`src/box3_pkg.sv`:
```
// Shared constants, types and the divisor reciprocal table for the 3x3 box mean filter.
package box3_pkg;

    localparam int PIX_W      = 8;
    localparam int ROW_W      = 10;
    localparam int COL_W      = 5;
    localparam int ROWS_CFG_W = 11;
    localparam int COLS_CFG_W = 6;
    localparam int CFG_DATA_W = 11;
    localparam int CFG_IDX_W  = 2;
    localparam int MAX_COLS   = 32;
    localparam int MAX_ROWS   = 1024;

    // Column counter that can also hold the line length itself
    localparam int FX_W = COLS_CFG_W;

    // Neighbourhood sum and divisor widths
    localparam int CSUM_W  = PIX_W + 1;
    localparam int SUM_W   = 12;
    localparam int CNT_W   = 4;
    localparam int RECIP_W = 17;
    localparam int RECIP_SH = 16;
    localparam int PROD_W  = SUM_W + RECIP_W;

    // Register indexes
    localparam logic [CFG_IDX_W-1:0] REG_ROWS = 2'd0;
    localparam logic [CFG_IDX_W-1:0] REG_COLS = 2'd1;

    // Commands from the sequencer to the datapath
    typedef struct packed {
        logic accept;     // input transaction taken, start line buffer read
        logic load;       // shift window, update line buffers and position
        logic issue_a;    // window result left of the current column
        logic issue_b;    // window result at the current (last) column
        logic fl_read;    // flush: read line buffers at the sweep column
        logic fl_shift;   // flush: capture column sum into the sliding sums
        logic fl_phantom; // flush: shift in an empty column past the row end
        logic fl_issue;   // flush: hand one final row result to the divider
    } cmd_t;

    // Status from the datapath to the sequencer
    typedef struct packed {
        logic emit_a;
        logic emit_b;
        logic flush;
        logic fx_end;
        logic fx_ready;
        logic fj_last;
    } stat_t;

    // One pending result before the divide
    typedef struct packed {
        logic [SUM_W-1:0] sum;
        logic [CNT_W-1:0] cnt;
        logic [ROW_W-1:0] row;
        logic [COL_W-1:0] col;
        logic             last;
    } res_t;

    // ceil(2^16 / d) for every divisor that can occur; exact floor for sums below 2^15
    function automatic logic [RECIP_W-1:0] recip(input logic [CNT_W-1:0] cnt);
        logic [RECIP_W-1:0] m;
        case (cnt)
            4'd1:    m = 17'd65536;
            4'd2:    m = 17'd32768;
            4'd3:    m = 17'd21846;
            4'd4:    m = 17'd16384;
            4'd6:    m = 17'd10923;
            4'd9:    m = 17'd7282;
            default: m = 17'd0;
        endcase
        return m;
    endfunction

endpackage

```
`src/box3_ctrl.sv`:
```
// Sequencer for the 3x3 box mean filter: input handshake, window results and row flush.
module box3_ctrl
    import box3_pkg::*;
(
    input  logic  clk,
    input  logic  rst_n,
    input  logic  in_valid,
    output logic  in_ready,
    input  logic  s_ready,
    input  stat_t stat,
    output cmd_t  cmd
);

    localparam logic [2:0] S_IDLE = 3'd0;
    localparam logic [2:0] S_LOAD = 3'd1;
    localparam logic [2:0] S_WA   = 3'd2;
    localparam logic [2:0] S_WB   = 3'd3;
    localparam logic [2:0] S_FR   = 3'd4;
    localparam logic [2:0] S_FD   = 3'd5;
    localparam logic [2:0] S_FO   = 3'd6;

    logic [2:0] state_reg;
    logic [2:0] state_next;

    assign in_ready = (state_reg == S_IDLE);

    // Next state and commands
    always_comb
    begin
        state_next = state_reg;
        cmd        = '0;
        case (state_reg)
            S_IDLE:
            begin
                if (in_valid)
                begin
                    cmd.accept = 1'b1;
                    state_next = S_LOAD;
                end
            end
            S_LOAD:
            begin
                cmd.load = 1'b1;
                if (stat.emit_a)
                    state_next = S_WA;
                else if (stat.emit_b)
                    state_next = S_WB;
                else if (stat.flush)
                    state_next = S_FR;
                else
                    state_next = S_IDLE;
            end
            S_WA:
            begin
                if (s_ready)
                begin
                    cmd.issue_a = 1'b1;
                    if (stat.emit_b)
                        state_next = S_WB;
                    else if (stat.flush)
                        state_next = S_FR;
                    else
                        state_next = S_IDLE;
                end
            end
            S_WB:
            begin
                if (s_ready)
                begin
                    cmd.issue_b = 1'b1;
                    state_next  = stat.flush ? S_FR : S_IDLE;
                end
            end
            S_FR:
            begin
                if (!stat.fx_end)
                begin
                    cmd.fl_read = 1'b1;
                    state_next  = S_FD;
                end
                else
                begin
                    cmd.fl_phantom = 1'b1;
                    state_next     = S_FO;
                end
            end
            S_FD:
            begin
                cmd.fl_shift = 1'b1;
                state_next   = stat.fx_ready ? S_FO : S_FR;
            end
            S_FO:
            begin
                if (s_ready)
                begin
                    cmd.fl_issue = 1'b1;
                    state_next   = stat.fj_last ? S_IDLE : S_FR;
                end
            end
            default:
            begin
                state_next = S_IDLE;
            end
        endcase
    end

    // State register
    always_ff @(posedge clk or negedge rst_n)
    begin
        if (!rst_n)
            state_reg <= S_IDLE;
        else
            state_reg <= state_next;
    end

endmodule

```
`src/box3_dp.sv`:
```
// Datapath: line buffers, 3x3 window, frame position, flush sweep and neighbourhood sums.
module box3_dp
    import box3_pkg::*;
(
    input  logic                  clk,
    input  logic                  rst_n,
    input  logic                  cfg_we,
    input  logic [CFG_IDX_W-1:0]  cfg_index,
    input  logic [CFG_DATA_W-1:0] cfg_data,
    input  logic [PIX_W-1:0]      pixel_in,
    input  cmd_t                  cmd,
    output stat_t                 stat,
    output res_t                  res,
    output logic                  issue
);

    // Line buffers
    logic [PIX_W-1:0] older_mem  [MAX_COLS];
    logic [PIX_W-1:0] recent_mem [MAX_COLS];
    logic [PIX_W-1:0] old_rd_reg;
    logic [PIX_W-1:0] rec_rd_reg;

    // Frame configuration and position
    logic [ROWS_CFG_W-1:0] rows_reg;
    logic [COLS_CFG_W-1:0] cols_reg;
    logic [ROW_W-1:0]      row_pos_reg;
    logic [COL_W-1:0]      col_pos_reg;
    logic [ROW_W-1:0]      cur_r_reg;
    logic [COL_W-1:0]      cur_c_reg;
    logic [PIX_W-1:0]      px_reg;

    // Window: win_reg[column][row], column 2 newest, row 2 current
    logic [PIX_W-1:0] win_reg [3][3];

    // Flush sweep
    logic [FX_W-1:0]   fx_reg;
    logic [COL_W-1:0]  fj_reg;
    logic [CSUM_W-1:0] cs_reg [3];

    logic [COL_W-1:0]      rd_addr;
    logic [ROW_W-1:0]      eff_r;
    logic [COL_W-1:0]      eff_c;
    logic                  c_last;
    logic                  r_last;
    logic [COLS_CFG_W-1:0] c_inc;
    logic [ROWS_CFG_W-1:0] r_inc;
    logic [CSUM_W-1:0]     cs_new;
    logic [FX_W-1:0]       fj_plus2;
    logic [FX_W-1:0]       fj_ext;

    // Window and flush sum terms
    logic [1:0]        k0;
    logic              r0;
    logic [1:0]        ncol;
    logic [1:0]        nrow;
    logic [SUM_W-1:0]  win_sum;
    logic [CNT_W-1:0]  win_cnt;
    logic              fl_left;
    logic              fl_right;
    logic [1:0]        fl_w;
    logic [SUM_W-1:0]  fl_sum;
    logic [CNT_W-1:0]  fl_cnt;

    assign eff_r  = ({1'b0, row_pos_reg} >= rows_reg) ? '0 : row_pos_reg;
    assign eff_c  = ({1'b0, col_pos_reg} >= cols_reg) ? '0 : col_pos_reg;
    assign c_last = ({1'b0, cur_c_reg} == cols_reg - 1'b1);
    assign r_last = ({1'b0, cur_r_reg} == rows_reg - 1'b1);
    assign c_inc  = {1'b0, cur_c_reg} + 1'b1;
    assign r_inc  = {1'b0, cur_r_reg} + 1'b1;
    assign fj_ext   = {1'b0, fj_reg};
    assign fj_plus2 = fj_ext + 2'd2;
    assign rd_addr  = cmd.accept ? eff_c : fx_reg[COL_W-1:0];
    assign cs_new   = {1'b0, rec_rd_reg} + ((cur_r_reg != '0) ? {1'b0, old_rd_reg} : '0);

    // Status
    assign stat.emit_a   = (cur_r_reg != '0) && (cur_c_reg != '0);
    assign stat.emit_b   = (cur_r_reg != '0) && c_last;
    assign stat.flush    = r_last && c_last;
    assign stat.fx_end   = (fx_reg >= cols_reg);
    assign stat.fx_ready = (fx_reg >= fj_plus2);
    assign stat.fj_last  = (fj_ext == cols_reg - 1'b1);

    // Line buffer read port, registered data
    always_ff @(posedge clk)
    begin
        if (cmd.accept || cmd.fl_read)
        begin
            old_rd_reg <= older_mem[rd_addr];
            rec_rd_reg <= recent_mem[rd_addr];
        end
    end

    // Line buffer write port: row r-1 moves to the older line, the new pixel into the recent one
    always_ff @(posedge clk)
    begin
        if (cmd.load)
        begin
            older_mem[cur_c_reg]  <= rec_rd_reg;
            recent_mem[cur_c_reg] <= px_reg;
        end
    end

    // Input capture and window shift
    always_ff @(posedge clk)
    begin
        if (cmd.accept)
        begin
            px_reg    <= pixel_in;
            cur_r_reg <= eff_r;
            cur_c_reg <= eff_c;
        end
        if (cmd.load)
        begin
            for (int rr = 0; rr < 3; rr++)
            begin
                win_reg[0][rr] <= win_reg[1][rr];
                win_reg[1][rr] <= win_reg[2][rr];
            end
            win_reg[2][0] <= old_rd_reg;
            win_reg[2][1] <= rec_rd_reg;
            win_reg[2][2] <= px_reg;
        end
    end

    // Flush sliding column sums
    always_ff @(posedge clk)
    begin
        if (cmd.fl_shift || cmd.fl_phantom)
        begin
            cs_reg[0] <= cs_reg[1];
            cs_reg[1] <= cs_reg[2];
            cs_reg[2] <= cmd.fl_shift ? cs_new : '0;
        end
    end

    // Configuration, frame position and flush counters
    always_ff @(posedge clk or negedge rst_n)
    begin
        if (!rst_n)
        begin
            rows_reg    <= ROWS_CFG_W'(1);
            cols_reg    <= COLS_CFG_W'(1);
            row_pos_reg <= '0;
            col_pos_reg <= '0;
            fx_reg      <= '0;
            fj_reg      <= '0;
        end
        else
        begin
            if (cfg_we)
            begin
                if (cfg_index == REG_ROWS)
                begin
                    if (cfg_data == '0)
                        rows_reg <= ROWS_CFG_W'(1);
                    else if (cfg_data > ROWS_CFG_W'(MAX_ROWS))
                        rows_reg <= ROWS_CFG_W'(MAX_ROWS);
                    else
                        rows_reg <= cfg_data;
                    row_pos_reg <= '0;
                    col_pos_reg <= '0;
                end
                else if (cfg_index == REG_COLS)
                begin
                    if (cfg_data[COLS_CFG_W-1:0] == '0)
                        cols_reg <= COLS_CFG_W'(1);
                    else if (cfg_data[COLS_CFG_W-1:0] > COLS_CFG_W'(MAX_COLS))
                        cols_reg <= COLS_CFG_W'(MAX_COLS);
                    else
                        cols_reg <= cfg_data[COLS_CFG_W-1:0];
                    row_pos_reg <= '0;
                    col_pos_reg <= '0;
                end
            end
            else if (cmd.load)
            begin
                if (c_inc >= cols_reg)
                begin
                    col_pos_reg <= '0;
                    row_pos_reg <= (r_inc >= rows_reg) ? '0 : r_inc[ROW_W-1:0];
                end
                else
                begin
                    col_pos_reg <= c_inc[COL_W-1:0];
                    row_pos_reg <= cur_r_reg;
                end
            end

            if (cmd.load)
            begin
                fx_reg <= '0;
                fj_reg <= '0;
            end
            else
            begin
                if (cmd.fl_read || cmd.fl_phantom)
                    fx_reg <= fx_reg + 1'b1;
                if (cmd.fl_issue)
                    fj_reg <= fj_reg + 1'b1;
            end
        end
    end

    // Window neighbourhood sum: columns k0..2, rows r0..2
    always_comb
    begin
        k0      = cmd.issue_b ? ((cur_c_reg != '0) ? 2'd1 : 2'd2)
                              : ((cur_c_reg >= COL_W'(2)) ? 2'd0 : 2'd1);
        r0      = (cur_r_reg < ROW_W'(2));
        ncol    = 2'd3 - k0;
        nrow    = r0 ? 2'd2 : 2'd3;
        win_cnt = {2'b00, ncol} * {2'b00, nrow};
        win_sum = '0;
        for (int k = 0; k < 3; k++)
        begin
            if (k >= int'(k0))
            begin
                win_sum = win_sum + SUM_W'(win_reg[k][1]) + SUM_W'(win_reg[k][2]);
                if (!r0)
                    win_sum = win_sum + SUM_W'(win_reg[k][0]);
            end
        end
    end

    // Final row neighbourhood from the sliding column sums
    always_comb
    begin
        fl_left  = (fj_reg != '0);
        fl_right = (fj_ext + 1'b1 < cols_reg);
        fl_w     = 2'd1 + {1'b0, fl_left} + {1'b0, fl_right};
        fl_cnt   = (cur_r_reg != '0) ? {1'b0, fl_w, 1'b0} : {2'b00, fl_w};
        fl_sum   = SUM_W'(cs_reg[1])
                 + (fl_left  ? SUM_W'(cs_reg[0]) : '0)
                 + (fl_right ? SUM_W'(cs_reg[2]) : '0);
    end

    // Result selection
    assign issue = cmd.issue_a || cmd.issue_b || cmd.fl_issue;

    always_comb
    begin
        if (cmd.fl_issue)
        begin
            res.sum  = fl_sum;
            res.cnt  = fl_cnt;
            res.row  = cur_r_reg;
            res.col  = fj_reg;
            res.last = stat.fj_last;
        end
        else
        begin
            res.sum  = win_sum;
            res.cnt  = win_cnt;
            res.row  = cur_r_reg - 1'b1;
            res.col  = cmd.issue_b ? cur_c_reg : cur_c_reg - 1'b1;
            res.last = cmd.issue_b ? !stat.flush : (!stat.emit_b && !stat.flush);
        end
    end

endmodule

```
`src/box3_mean.sv`:
```
// Divide pipeline: sum register, reciprocal multiply and output register with handshake.
module box3_mean
    import box3_pkg::*;
(
    input  logic             clk,
    input  logic             rst_n,
    input  logic             issue,
    input  res_t             res,
    output logic             s_ready,
    output logic             out_valid,
    input  logic             out_ready,
    output logic [PIX_W-1:0] pixel_out,
    output logic [ROW_W-1:0] out_row,
    output logic [COL_W-1:0] out_col,
    output logic             last_of_run
);

    logic             sum_valid_reg;
    res_t             sum_reg;
    logic             out_valid_reg;
    logic [PIX_W-1:0] pix_reg;
    logic [ROW_W-1:0] row_reg;
    logic [COL_W-1:0] col_reg;
    logic             last_reg;
    logic             o_load;
    logic [PROD_W-1:0] prod;

    assign o_load  = sum_valid_reg && (!out_valid_reg || out_ready);
    assign s_ready = !sum_valid_reg || o_load;
    assign prod    = PROD_W'(sum_reg.sum) * PROD_W'(recip(sum_reg.cnt));

    // Valid flags
    always_ff @(posedge clk or negedge rst_n)
    begin
        if (!rst_n)
        begin
            sum_valid_reg <= 1'b0;
            out_valid_reg <= 1'b0;
        end
        else
        begin
            if (s_ready)
                sum_valid_reg <= issue;
            if (o_load)
                out_valid_reg <= 1'b1;
            else if (out_ready)
                out_valid_reg <= 1'b0;
        end
    end

    // Payload
    always_ff @(posedge clk)
    begin
        if (s_ready && issue)
            sum_reg <= res;
        if (o_load)
        begin
            pix_reg  <= prod[RECIP_SH +: PIX_W];
            row_reg  <= sum_reg.row;
            col_reg  <= sum_reg.col;
            last_reg <= sum_reg.last;
        end
    end

    assign out_valid   = out_valid_reg;
    assign pixel_out   = pix_reg;
    assign out_row     = row_reg;
    assign out_col     = col_reg;
    assign last_of_run = last_reg;

endmodule

```
`src/box_filter_3x3_edge_average_core.sv`:
```
// Top level of the 3x3 box mean filter with line buffers and edge-aware divisor.
// Pixels enter in raster order; each output is the floor of the mean of the in-frame
// pixels of its 3x3 neighbourhood, tagged with its row, column and a last-of-transaction
// flag. Frame size comes from image_rows (index 0) and image_cols (index 1); a write to
// either restarts the frame at (0,0). An input pixel produces at most two window results,
// each handed to the divider once it can take it; the last pixel of the frame also starts
// the final-row flush, in which the sequencer sweeps the line buffers through their single
// read port. Results leave through a two-register divide pipeline; a result waiting in it
// does not stop the next pixel from being taken, but one that the pipeline cannot yet take
// holds the sequencer, and with it the input.
module box_filter_3x3_edge_average_core
    import box3_pkg::*;
(
    input  logic                  clk,
    input  logic                  rst_n,
    input  logic                  in_valid,
    output logic                  in_ready,
    input  logic [PIX_W-1:0]      pixel_in,
    output logic                  out_valid,
    input  logic                  out_ready,
    output logic [PIX_W-1:0]      pixel_out,
    output logic [ROW_W-1:0]      out_row,
    output logic [COL_W-1:0]      out_col,
    output logic                  last_of_run,
    input  logic                  cfg_we,
    input  logic [CFG_IDX_W-1:0]  cfg_index,
    input  logic [CFG_DATA_W-1:0] cfg_data
);

    cmd_t  cmd;
    stat_t stat;
    res_t  res;
    logic  issue;
    logic  s_ready;

    box3_ctrl u_ctrl
    (
        .clk      (clk),
        .rst_n    (rst_n),
        .in_valid (in_valid),
        .in_ready (in_ready),
        .s_ready  (s_ready),
        .stat     (stat),
        .cmd      (cmd)
    );

    box3_dp u_dp
    (
        .clk       (clk),
        .rst_n     (rst_n),
        .cfg_we    (cfg_we),
        .cfg_index (cfg_index),
        .cfg_data  (cfg_data),
        .pixel_in  (pixel_in),
        .cmd       (cmd),
        .stat      (stat),
        .res       (res),
        .issue     (issue)
    );

    box3_mean u_mean
    (
        .clk         (clk),
        .rst_n       (rst_n),
        .issue       (issue),
        .res         (res),
        .s_ready     (s_ready),
        .out_valid   (out_valid),
        .out_ready   (out_ready),
        .pixel_out   (pixel_out),
        .out_row     (out_row),
        .out_col     (out_col),
        .last_of_run (last_of_run)
    );

endmodule

```
`config.mk`:
```
export PLATFORM = sky130hd
export DESIGN_NAME = box_filter_3x3_edge_average_core
export DESIGN_NICKNAME = d
export VERILOG_FILES = /design/src/box3_pkg.sv /design/src/box3_ctrl.sv /design/src/box3_dp.sv /design/src/box3_mean.sv /design/src/box_filter_3x3_edge_average_core.sv
export SDC_FILE = /design/constraint.sdc
export NUM_CORES = 1
export LEC_CHECK = 0
export BUFFER_PORTS_ARGS = -buffer_cell sky130_fd_sc_hd__buf_2
export CORE_MARGIN = 1
export CORE_UTILIZATION = 35
export CTS_CLUSTER_DIAMETER = 80
export DETAILED_ROUTE_END_ITERATION = 8
export PLACE_DENSITY_LB_ADDON = 0.05
export SLEW_MARGIN = 20
export SYNTH_ARGS = -nofsm -noshare
export SYNTH_HDL_FRONTEND = slang
export SYNTH_SLANG_ARGS = --single-unit
```
`constraint.sdc`:
```
create_clock -name clk -period 15.53 [get_ports clk]
set_clock_uncertainty 0.1 [all_clocks]
set_input_delay 0.7765 -clock clk [delete_from_list [all_inputs] [get_ports clk]]
set_output_delay 0.7765 -clock clk [all_outputs]
set_load 0.01 [all_outputs]
```
==> results.md <==
- Hold WS: 0.133 ns
- Largest area contributor in the netlist: edfxtp_1
- Share of cells above drive strength 1: 9.06%
- Final cell count without fillers: 5,013
- Critical Path Sink Type: register
- Hold buffers post-CTS: 0
- Detail Placement HPWL: 76.1 mm
- Max-slew violation count: 0
- TritonCTS buffer count: 87
- PortBufs: 51
- Synth Area per Inst: 11.7 um2
- Overflow after GRT: 0
- Mapped cell area: 39,300 um2
- All-Layer GR Usage: 20.0%
- DRT Pass-1 Iters: 7
- Slew margin rel.: 25.7%
- Primary FF master, synth: edfxtp_1
- RePlAce Congestion: 0.834
- Detailed-route wire length per cell: 22.4 um
- Drc violations: 0
- Post-Synthesis Net Count: 3,714
- Post_cts resized: 0
- Root Buffer: clkbuf_16
- RSZ-0062 raised after global routing: no
- Post-synth EDFFs: 706
- Global-route wire length before repair: 169 mm
- Fmax: 123 MHz
- Vias in the first global route: 25,726
- Top cells by area, synth: edfxtp_1 54%, fa_1 8.0%, nand2_1 6.2%
- Sequential area share after synthesis: 57.0%
- Antenna violations before repair: 2
- Placed insts: 4,849
- Max FO, Critical Path: 26
- DRT antenna net count: 0
- IO Count: 52
- Total Wirelength: 112 mm
- CTS tree: yes
- Nets@finish: 3,809
- Hold Fails Final Rpt: 0
- Vias: 25,508
- Data arrival, critical path: 8.42 ns
- Setup TNS: 0 ns
- Worst R2R Path Depth: 29
- Largest net degree at the start of global routing: 76
- Worst path most repeated cell: ha_1
- Cells after Synth: 3,356
- Flops & latches, synth: 754
- Post-synthesis cell type count: 87
- Die area: 114,000 um2
- Core area: 111,000 um2
- Crit path launch type: register
- CP max stage delay: 0.61 ns
- Final min period: 8.14 ns
- Clock Pin Slew Worst Setup and Hold Paths: 0.06 ns
- CP Class: register to register
- CTS H-tree lvls: 3
- Hold Path Class: input port to async pin
- Worst-Margin Slew: 1.11 ns
- Max cap viols: 0
- Asr flop ratio synth: 6.37%
- Yosys synthesis warning count: 0
- Setup bufs post-CTS: 0
- Via/cell ratio: 5.09
- Area Overhead vs Synth: 13.1%
- Die X: 337 um
- Die Span Y: 337 um
- Clk Latency, worst-skew pair: 0.67 ns
- Synth top area share: 53.9%
- CP max stage cell: nand3_2
- Final Cycle Share: 52.4%
- Final Setup Violations: 0
- TritonCTS Sinks: 754
- Clock Tree Buf Depth: 3
- Starting DRT DRC Count: 1,685
- # rows: 122
- Outcome: finished clean
- Initial core utilization: 35.4%
- Critical path required time: 15.80 ns
path summary, 6_finish.rpt:
kind / from / endpoint / slack [ns]
worst max-delay path: u_dp.cur_r_reg[2]$_SDFFCE_PP0P_ / u_mean.sum_reg[31]$_SDFFCE_PP0P_ / 7.39
min in group clk: pixel_in[1] / u_dp.px_reg[1]$_DFFE_PP_ / 0.19
worst min-delay path: rst_n / u_dp.cols_reg[1]$_DFFE_PN0P_ / 0.13
worst max register to register: u_dp.cur_r_reg[2]$_SDFFCE_PP0P_ / u_mean.sum_reg[31]$_SDFFCE_PP0P_ / 7.39
worst min register to register: u_mean.sum_reg[11]$_DFFE_PP_ / u_mean.out_row[5]$_DFFE_PP_ / 0.32
max in group asynchronous: rst_n / u_ctrl.state_reg[1]$_DFFE_PN0P_ / 14.71
cells in the final DEF (no fill, tap or decap), types with 78 or more instances in the layout:
master | netlist | routed
edfxtp_1 | 706 | 706
nand2_1 | 648 | 648
nand3_1 | 276 | 276
inv_1 | 263 | 263
ha_1 | 174 | 174
nor2_1 | 168 | 167
fa_1 | 158 | 158
clkbuf_16 | 0 | 89
a21oi_1 | 85 | 84
xnor2_1 | 79 | 79
buf_4 | 1 | 78
Yosys cell counts, types with 10 or more instances:
cell and count:
edfxtp_1 706, nand2_1 648, nand3_1 276, inv_1 263, ha_1 174, nor2_1 168
fa_1 158, a21oi_1 85, xnor2_1 79, o21ai_0 73, buf_2 65, and2_1 63
nand4_1 58, clkbuf_1 53, dfrtp_1 46, nor3_1 36, a21o_1 35, xor2_1 35
nand2b_1 34, nor4_1 25, o21a_1 23, o2111ai_1 21, nand3b_1 19, nor2b_1 15
nor3b_1 13, o21bai_1 13, a31oi_1 12, a211oi_1 10
layer usage:
metal	wire (um)	part of all wire, %	vias to the layer above	global-route usage (%)
met5	0	0	-	0
met4	2850	2.5	0	5.58
met3	4090	3.6	153	2.61
met2	53900	48	513	33.3
met1	51500	46	12867	27.3
li1	-	-	11975	-
area by class of cell:
| type | instances | area (um2) |
|---|---|---|
| inverters | 266 | 1000 |
| clock inverters | 49 | 492 |
| multi-input cells | 2212 | 15500 |
| repair buffers | 130 | 868 |
| clock buffers | 111 | 2310 |
| diodes | 3 | 7.51 |
| fillers | 10600 | 66500 |
| well taps | 1488 | 1860 |
| flip-flops and latches | 754 | 22400 |
through the flow:
stage	worst slack (ns)	area, um2	util [%]
after floorplan	8.28	39300	-
after global placement	7.58	41600	37.5
after detailed placement	7.44	41600	37.5
after CTS	7.34	44400	40.0
after global routing	6.72	44500	40.1
final	7.39	44500	40.1
cell families (layout without fill, tap and decap cells):
kind of cell,count (synthesis),in the layout,share of synthesized area [%]
buf+inv,390,556,3.94
flops,754,754,57.0
mux,9,9,0.290
other cells,0,3,0
compound gates,344,344,5.81
fa+ha+maj,334,334,13.6
xor+xnor,116,116,2.62
simple gates,1409,1409,16.7
critical path: cells and delay by family (launching register included):
family / cells / cell delay [ns]
AOI/OAI and AO/OA: 10 / 2.23
xor gates and xnor gates: 2 / 0.48
adders and majority gates: 7 / 2.57
buffers and inverters: 1 / 0.06
DFF: 1 / 0.59
and+or+nand+nor: 9 / 1.82
Power is not shown: default switching activity piles up to over one toggle a cycle in this logic, so the estimate is an artifact.
